--- src/sv/mexp_pkg.sv ---
// ----------------------------------------------------------------------------
// mexp_pkg
// Shared widths, reset values and control types of the modular
// exponentiation block.
// ----------------------------------------------------------------------------
package mexp_pkg;

  localparam int unsigned MOD_W        = 31;
  localparam int unsigned BASE_W       = 32;
  localparam int unsigned EXP_IN_W     = 32;
  localparam int unsigned PROD_W       = 2 * MOD_W;
  localparam int unsigned RED_CNT_W    = $clog2(PROD_W);
  localparam int unsigned EXP_BITS_DEF = 32;

  localparam logic [MOD_W-1:0] MOD_RESET = {MOD_W{1'b1}};

  // operation of the shared multiply / reduce unit
  typedef enum logic {
    OP_MUL = 1'b0,   // reduce a * b
    OP_RED = 1'b1    // reduce x
  } mexp_op_e;

  typedef struct packed {
    logic     start;
    mexp_op_e op;
  } mexp_req_t;

  typedef struct packed {
    logic busy;
    logic done;
  } mexp_stat_t;

endpackage

--- src/sv/mexp_mulred.sv ---
// ----------------------------------------------------------------------------
// mexp_mulred
// Shared modular multiply / reduce unit: one registered 31x31 product (or x),
// then a bit-serial restoring remainder over the 62-bit value, one bit a cycle.
// ----------------------------------------------------------------------------
module mexp_mulred (
  input  logic                      clk_i,
  input  logic                      rst_ni,
  input  mexp_pkg::mexp_req_t       req_i,
  input  logic [mexp_pkg::MOD_W-1:0]  a_i,
  input  logic [mexp_pkg::MOD_W-1:0]  b_i,
  input  logic [mexp_pkg::BASE_W-1:0] x_i,
  input  logic [mexp_pkg::MOD_W-1:0]  mod_i,
  output mexp_pkg::mexp_stat_t      stat_o,
  output logic [mexp_pkg::MOD_W-1:0]  result_o
);
  import mexp_pkg::*;

  typedef enum logic [1:0] {
    U_IDLE = 2'b01,
    U_RED  = 2'b10
  } unit_state_e;

  unit_state_e          state_q, state_d;
  logic [RED_CNT_W-1:0] cnt_q, cnt_d;
  logic                 done_q, done_d;
  logic [PROD_W-1:0]    prod_q, prod_d;
  logic [MOD_W-1:0]     rem_q, rem_d;

  logic [MOD_W:0]       trial;
  logic [MOD_W:0]       diff;
  logic [MOD_W-1:0]     rem_step;

  // one restoring step: shift in next dividend bit, subtract if it fits
  always_comb begin
    trial    = {rem_q, prod_q[PROD_W-1]};
    diff     = trial - {1'b0, mod_i};
    rem_step = (trial >= {1'b0, mod_i}) ? diff[MOD_W-1:0] : trial[MOD_W-1:0];
  end

  always_comb begin
    state_d = state_q;
    cnt_d   = cnt_q;
    done_d  = 1'b0;
    prod_d  = prod_q;
    rem_d   = rem_q;
    unique case (state_q)
      U_IDLE: begin
        if (req_i.start) begin
          if (req_i.op == OP_MUL) begin
            prod_d = PROD_W'(a_i) * PROD_W'(b_i);
          end else begin
            prod_d = PROD_W'(x_i);
          end
          rem_d   = '0;
          cnt_d   = RED_CNT_W'(PROD_W - 1);
          state_d = U_RED;
        end
      end
      U_RED: begin
        rem_d  = rem_step;
        prod_d = prod_q << 1;
        cnt_d  = cnt_q - RED_CNT_W'(1);
        if (cnt_q == '0) begin
          done_d  = 1'b1;
          state_d = U_IDLE;
        end
      end
      default: state_d = U_IDLE;
    endcase
  end

  always_ff @(posedge clk_i or negedge rst_ni) begin
    if (!rst_ni) begin
      state_q <= U_IDLE;
      cnt_q   <= '0;
      done_q  <= 1'b0;
    end else begin
      state_q <= state_d;
      cnt_q   <= cnt_d;
      done_q  <= done_d;
    end
  end

  always_ff @(posedge clk_i) begin
    prod_q <= prod_d;
    rem_q  <= rem_d;
  end

  assign stat_o.busy = (state_q == U_RED);
  assign stat_o.done = done_q;
  assign result_o    = rem_q;

endmodule

--- src/sv/modular_exponentiation.sv ---
// ----------------------------------------------------------------------------
// modular_exponentiation
// Binary square-and-multiply of base^exponent mod modulus on one shared
// modular multiply unit.
// ----------------------------------------------------------------------------
// Usage:
//   Input channel (in_valid_i / in_stall_o) carries one word: base_i and
//   exponent_i. Output channel (out_valid_o / out_stall_i) returns one word,
//   power_mod_o, per input word. A word moves on a rising edge with valid
//   high and stall low.
//   The modulus must be written through cfg_we_i / cfg_data_i only while the
//   block is idle; the block does not enforce this. Reset loads 2^31-1.
//   Only the low EXP_BITS exponent bits count. A zero exponent returns 1;
//   a modulus below two returns 0 for any nonzero exponent.
//   Each modular multiply runs as one registered product, then the
//   bit-serial remainder over the 62-bit product. A word needs
//   1 + EXP_BITS + ones(exponent) of them: the base reduction, one squaring
//   per exponent bit and one multiply per set bit. The result then waits in
//   S_OUT until the output register is free. Zero exponent or small modulus
//   words go straight to S_OUT without using the unit.
//   in_stall_o is high while a word is in work; one word at a time.
//   The result sits in an output register: the next word is accepted while
//   it waits, and a stalled result holds until taken. Reset clears all
//   control state; the output channel comes up empty.
// ----------------------------------------------------------------------------
module modular_exponentiation #(
  parameter int unsigned EXP_BITS = mexp_pkg::EXP_BITS_DEF
) (
  input  logic                          clk_i,
  input  logic                          rst_ni,
  input  logic                          in_valid_i,
  output logic                          in_stall_o,
  input  logic [mexp_pkg::BASE_W-1:0]   base_i,
  input  logic [mexp_pkg::EXP_IN_W-1:0] exponent_i,
  output logic                          out_valid_o,
  input  logic                          out_stall_i,
  output logic [mexp_pkg::MOD_W-1:0]    power_mod_o,
  input  logic                          cfg_we_i,
  input  logic [mexp_pkg::MOD_W-1:0]    cfg_data_i
);
  import mexp_pkg::*;

  localparam int unsigned CNT_W = (EXP_BITS > 1) ? $clog2(EXP_BITS) : 1;

  typedef enum logic [4:0] {
    S_IDLE = 5'b00001,
    S_BASE = 5'b00010,   // base reduction in the unit
    S_SQR  = 5'b00100,   // r * r in the unit
    S_MUL  = 5'b01000,   // r * b in the unit
    S_OUT  = 5'b10000    // result waits for the output register
  } state_e;

  state_e              state_q, state_d;
  logic [MOD_W-1:0]    mod_q;
  logic [EXP_BITS-1:0] exp_q, exp_d;
  logic [CNT_W-1:0]    bit_q, bit_d;
  logic [MOD_W-1:0]    r_q, r_d;
  logic [MOD_W-1:0]    b_q, b_d;
  logic                out_valid_q, out_valid_d;
  logic [MOD_W-1:0]    out_q, out_d;

  mexp_req_t           req;
  mexp_stat_t          stat;
  logic [MOD_W-1:0]    op_a, op_b;
  logic [MOD_W-1:0]    unit_res;

  // exponent limited to EXP_BITS, zero-filled above the port width
  logic [EXP_BITS+EXP_IN_W-1:0] exp_ext;
  logic [EXP_BITS-1:0]          exp_in;
  logic                         out_free;
  logic                         in_acc;

  assign exp_ext  = {{EXP_BITS{1'b0}}, exponent_i};
  assign exp_in   = exp_ext[EXP_BITS-1:0];
  assign out_free = !out_valid_q || !out_stall_i;
  assign in_acc   = in_valid_i && !in_stall_o;

  assign in_stall_o  = (state_q != S_IDLE);
  assign out_valid_o = out_valid_q;
  assign power_mod_o = out_q;

  mexp_mulred u_mulred (
    .clk_i    (clk_i),
    .rst_ni   (rst_ni),
    .req_i    (req),
    .a_i      (op_a),
    .b_i      (op_b),
    .x_i      (base_i),
    .mod_i    (mod_q),
    .stat_o   (stat),
    .result_o (unit_res)
  );

  always_comb begin
    state_d     = state_q;
    exp_d       = exp_q;
    bit_d       = bit_q;
    r_d         = r_q;
    b_d         = b_q;
    out_valid_d = out_valid_q;
    out_d       = out_q;
    req.start   = 1'b0;
    req.op      = OP_MUL;
    op_a        = unit_res;
    op_b        = unit_res;

    if (out_valid_q && !out_stall_i) begin
      out_valid_d = 1'b0;
    end

    unique case (state_q)
      S_IDLE: begin
        if (in_acc) begin
          exp_d = exp_in;
          bit_d = CNT_W'(EXP_BITS - 1);
          if (exp_in == '0) begin
            r_d     = MOD_W'(1);
            state_d = S_OUT;
          end else if (mod_q < MOD_W'(2)) begin
            r_d     = '0;
            state_d = S_OUT;
          end else begin
            r_d       = MOD_W'(1);
            req.start = 1'b1;
            req.op    = OP_RED;
            state_d   = S_BASE;
          end
        end
      end
      S_BASE: begin
        if (stat.done) begin
          b_d       = unit_res;
          req.start = 1'b1;
          op_a      = r_q;
          op_b      = r_q;
          state_d   = S_SQR;
        end
      end
      S_SQR, S_MUL: begin
        if (stat.done) begin
          r_d = unit_res;
          if (state_q == S_SQR && exp_q[EXP_BITS-1]) begin
            req.start = 1'b1;
            op_b      = b_q;
            state_d   = S_MUL;
          end else if (bit_q == '0) begin
            state_d = S_OUT;
          end else begin
            // next exponent bit: square again
            bit_d     = bit_q - CNT_W'(1);
            exp_d     = exp_q << 1;
            req.start = 1'b1;
            state_d   = S_SQR;
          end
        end
      end
      S_OUT: begin
        if (out_free) begin
          out_valid_d = 1'b1;
          out_d       = r_q;
          state_d     = S_IDLE;
        end
      end
      default: state_d = S_IDLE;
    endcase
  end

  always_ff @(posedge clk_i or negedge rst_ni) begin
    if (!rst_ni) begin
      state_q     <= S_IDLE;
      out_valid_q <= 1'b0;
      mod_q       <= MOD_RESET;
      bit_q       <= '0;
    end else begin
      state_q     <= state_d;
      out_valid_q <= out_valid_d;
      bit_q       <= bit_d;
      if (cfg_we_i) begin
        mod_q <= cfg_data_i;
      end
    end
  end

  always_ff @(posedge clk_i) begin
    exp_q <= exp_d;
    r_q   <= r_d;
    b_q   <= b_d;
    out_q <= out_d;
  end

endmodule
--- config.mk ---
export PLATFORM = sky130hd
export DESIGN_NAME = modular_exponentiation
export DESIGN_NICKNAME = d
export VERILOG_FILES = /design/src/sv/mexp_pkg.sv /design/src/sv/mexp_mulred.sv /design/src/sv/modular_exponentiation.sv
export SDC_FILE = /design/constraint.sdc
export NUM_CORES = 2
export LEC_CHECK = 0
export BUFFER_PORTS_ARGS = -buffer_cell sky130_fd_sc_hd__buf_2
export CORE_UTILIZATION = 45
export CTS_CLUSTER_SIZE = 8
export DETAILED_ROUTE_END_ITERATION = 10
export HOLD_SLACK_MARGIN = 0.02
export PLACE_DENSITY = 0.71
export SLEW_MARGIN = 10
export SYNTH_ARGS = -nofsm -noshare
export SYNTH_HDL_FRONTEND = slang
export SYNTH_SLANG_ARGS = --single-unit
export TNS_END_PERCENT = 30
--- constraint.sdc ---
create_clock -name clk_i -period 9 [get_ports clk_i]
set_input_delay 1.8 -clock clk_i [delete_from_list [all_inputs] [get_ports clk_i]]
set_output_delay 1.8 -clock clk_i [all_outputs]
set_load 0.005 [all_outputs]
==> impl_metrics.toml <==
[critical_path]
cp_common_cell = "fa_1"
reg2reg_depth = 33
critPathLaunchType = "register"
critPathRequiredTime_ns = 9.28
cpMaxStageDelayCell = "fa_2"
end_kind = "register"
worstPathMaxFanout = 8
r2r-start = "state_q[0]"
cp.arrival_ns = 9.35
slowest_delay_ns = 0.65
crit_type = "reg -> reg"
rr_endpoint = "u_mulred.prod_q[55]"
r2r_setup_slack_ns = -0.07
timing.critical_path.to = "u_mulred.prod_q[55]"
cp-startpoint = "state_q[0]"

[final_layout]
nNetsFinal = 6500
seqCellArea_sq_um = 7864
final_area_sq_um = 52940
area_growth_pct = 20.87
multi_input_area_sq_um = 32940
final_layout_size_suffix_gt1_frac = 0.1922
nFillCells = 8344
antenna_cells = 0

[timing]
relSlewSlack = 0.3845
tightest_slew_ns = 0.8999
fin_crit_sh = 1.007
max_freq_mhz = 110.3
hold_violations = 0
setup_tns_ns = -0.1423
slew_viol_final = 0
min_period_ns = 9.067
fin_ws_ns = -0.06657
holdWs_ns = 0.4888
fin_skew_ns = 0.03255
finalSetupViolations = 5
rsz0062_at_grt = "yes"

[logic_synthesis]
synth.top_cells.by_count = "fa_1, inv_1, nand2_1, nor2_1, ha_1"
syn_avg_cell_area_sq_um = 9.232
yosys_register_bits = 269
synth_edf_count = 218
synthesis.nets = 5971
syn-cell-area_sq_um = 43800
synth_seq_area_share = 0.1795
synth_top_area_share = 0.3830
synth.area.top_cells = "fa_1, edfxtp_1, ha_1"
ys.flop_type = "edfxtp_1"
syn_inst = 4744
ys_types = 73
postSynth.asyncResetShare = 0.1896
synth_top_area_cell = "fa_1"
yosys_warnings = 0
yosysMostFrequentCell = "fa_1"

[floorplanning]
die_y_um = 314.0
ios = 133
die_w_um = 314.0
rows = 114
dieArea_sq_um = 98580
core_area_sq_um = 96570
floorplan.initialDensity = 0.4536

[run_status]
violations = "setup timing"
outcome = "finished, violations left"

[placed_design]
place_ws_ns = -0.5392
dp_hpwl_um = 122100
gp_congestion = 1.051
placed_area_sq_um = 49820
numPortBuffers = 132

[clock_tree]
cts_tree = "yes"
cts_made_buffers = 40
clk_path_buf_depth = 3
clkTransAtPathRegs_ns = 0.05
hold_buffers = 0
clkLatencyLatePin_ns = 0.59
clkSinkCount = 269
cts_max_level = 2
clock-root-buffer = "clkbuf_16"

[routing]
dr_total_vias = 36901
detail_route.vias_per_cell = 5.611
drt.antenna.violating_nets = 0
wl_per_cell_um = 22.81
drc_errors = 0
first_pass_iters = 6
drtIter0Drc = 3959
routed_wl_um = 150000

[grt]
grt_pass1_vias = 37765
antenna_found_initial = 4
grt_first_pass_wirelength_um = 228500
grt_max_degree = 92
grt.overflow.total = 0
track_usage = 0.3079

[hold_path]
hold_path.class = "reg -> reg"

[run]
cap_viol_max_count = 0
==> metrics by stage <==
stage | std cells | utilization
after global routing | 6577 | 0.5482
final | 6577 | 0.5482
after CTS | 6535 | 0.5381
after detailed placement | 6422 | 0.5159
after floorplan | 4744 | -
after global placement | 6421 | 0.5159
==> cells in the final DEF (no fill, tap or decap), types with 14 or more instances in the layout <==
cell type | Yosys | routed
nor4_1 | 25 | 24
nand3_1 | 43 | 43
mux2_2 | 31 | 26
nand2_1 | 718 | 715
nand4_1 | 23 | 23
mux2i_2 | 0 | 15
o21ai_0 | 143 | 132
and3_1 | 47 | 46
clkbuf_16 | 0 | 44
a21oi_1 | 150 | 131
fa_1 | 838 | 811
nor3_1 | 28 | 23
inv_1 | 824 | 821
buf_12 | 0 | 64
o21a_1 | 16 | 15
xnor2_1 | 28 | 27
a31oi_1 | 25 | 20
and2_1 | 42 | 37
a221o_1 | 25 | 24
xor2_1 | 36 | 35
or2_2 | 14 | 14
edfxtp_1 | 218 | 218
buf_6 | 1 | 26
fa_2 | 0 | 27
buf_4 | 0 | 502
dfstp_2 | 33 | 33
buf_2 | 10 | 133
ha_1 | 289 | 278
clkbuf_1 | 225 | 26
o21bai_1 | 14 | 14
dfrtp_1 | 18 | 18
a21o_1 | 69 | 69
a221oi_4 | 0 | 18
nor2_1 | 593 | 587
==> worst min-delay path by stage <==
stage               slack (ns)               from  depth (start not counted)                 to
finish                    0.49  u_mulred.cnt_q[0]                          1  u_mulred.cnt_q[0]
global route              0.51  u_mulred.cnt_q[5]                          1  u_mulred.cnt_q[5]
CTS                       0.49  u_mulred.cnt_q[0]                          1  u_mulred.cnt_q[0]
detailed placement        0.49  u_mulred.cnt_q[0]                          1  u_mulred.cnt_q[0]
global placement          0.48  u_mulred.cnt_q[0]                          1  u_mulred.cnt_q[0]
floorplan                 0.45  u_mulred.cnt_q[0]                          1  u_mulred.cnt_q[0]
==> critical path: cells and delay by family (launching register included) <==
family | cells | cell delay, ns
xor gates and xnor gates | 1 | 0.19
AOI/OAI and AO/OA | 9 | 1.86
and+or+nand+nor | 5 | 0.61
adders and majority gates | 9 | 4.28
buffers and inverters | 9 | 1.28
DFF | 1 | 0.55
==> layer usage <==
layer  part of all wire  GRT usage  vias to the layer above
li1                   -          -                    15988
met1               0.40     0.4205                    18375
met2               0.43     0.4647                     2125
met3               0.12    0.08590                      409
met4              0.053     0.1201                        4
met5            0.00010          0                        -
==> kinds of logic (layout without fill, tap and decap cells) <==
family | after synthesis | in the layout | share of synthesized area
compound gates | 568 | 568 | 0.08436
xor+xnor | 64 | 64 | 0.01280
fa+ha+maj | 1127 | 1127 | 0.4656
buf+inv | 1073 | 1630 | 0.09242
flops | 269 | 269 | 0.1795
mux | 63 | 63 | 0.01528
simple gates | 1580 | 1580 | 0.1500
==> state kept, by name, summed over array words and instances, names as in the netlist <==
register / count
bit_q: 5
u_mulred.done_q: 1
out_valid_o: 1
u_mulred.state_q: 2
u_mulred.cnt_q: 6
power_mod_o: 31
u_mulred.prod_q: 62
exp_q: 32
r_q: 31
b_q: 31
u_mulred.result_o: 31
state_q: 5
mod_q: 31
==> cell type report <==
class / count / share of cell area
inverters: 824 / 0.05843
clock inverters: 4 / 0.001513
well taps: 1276 / 0.03016
clock buffers: 66 / 0.02075
repair buffers: 736 / 0.1184
multi-input cells: 3402 / 0.6222
flip-flops and latches: 269 / 0.1485
==> timing repair <==
item / in CTS / in global routing
resized for setup: 80 / 124
buffers inserted: 41 / 41
cloned: 2 / 4
pin swaps: 32 / 88
setup endpoints to repair: 37 / 35
Power is not shown: default switching activity piles up to over one toggle a cycle in this logic, so the estimate is an artifact.
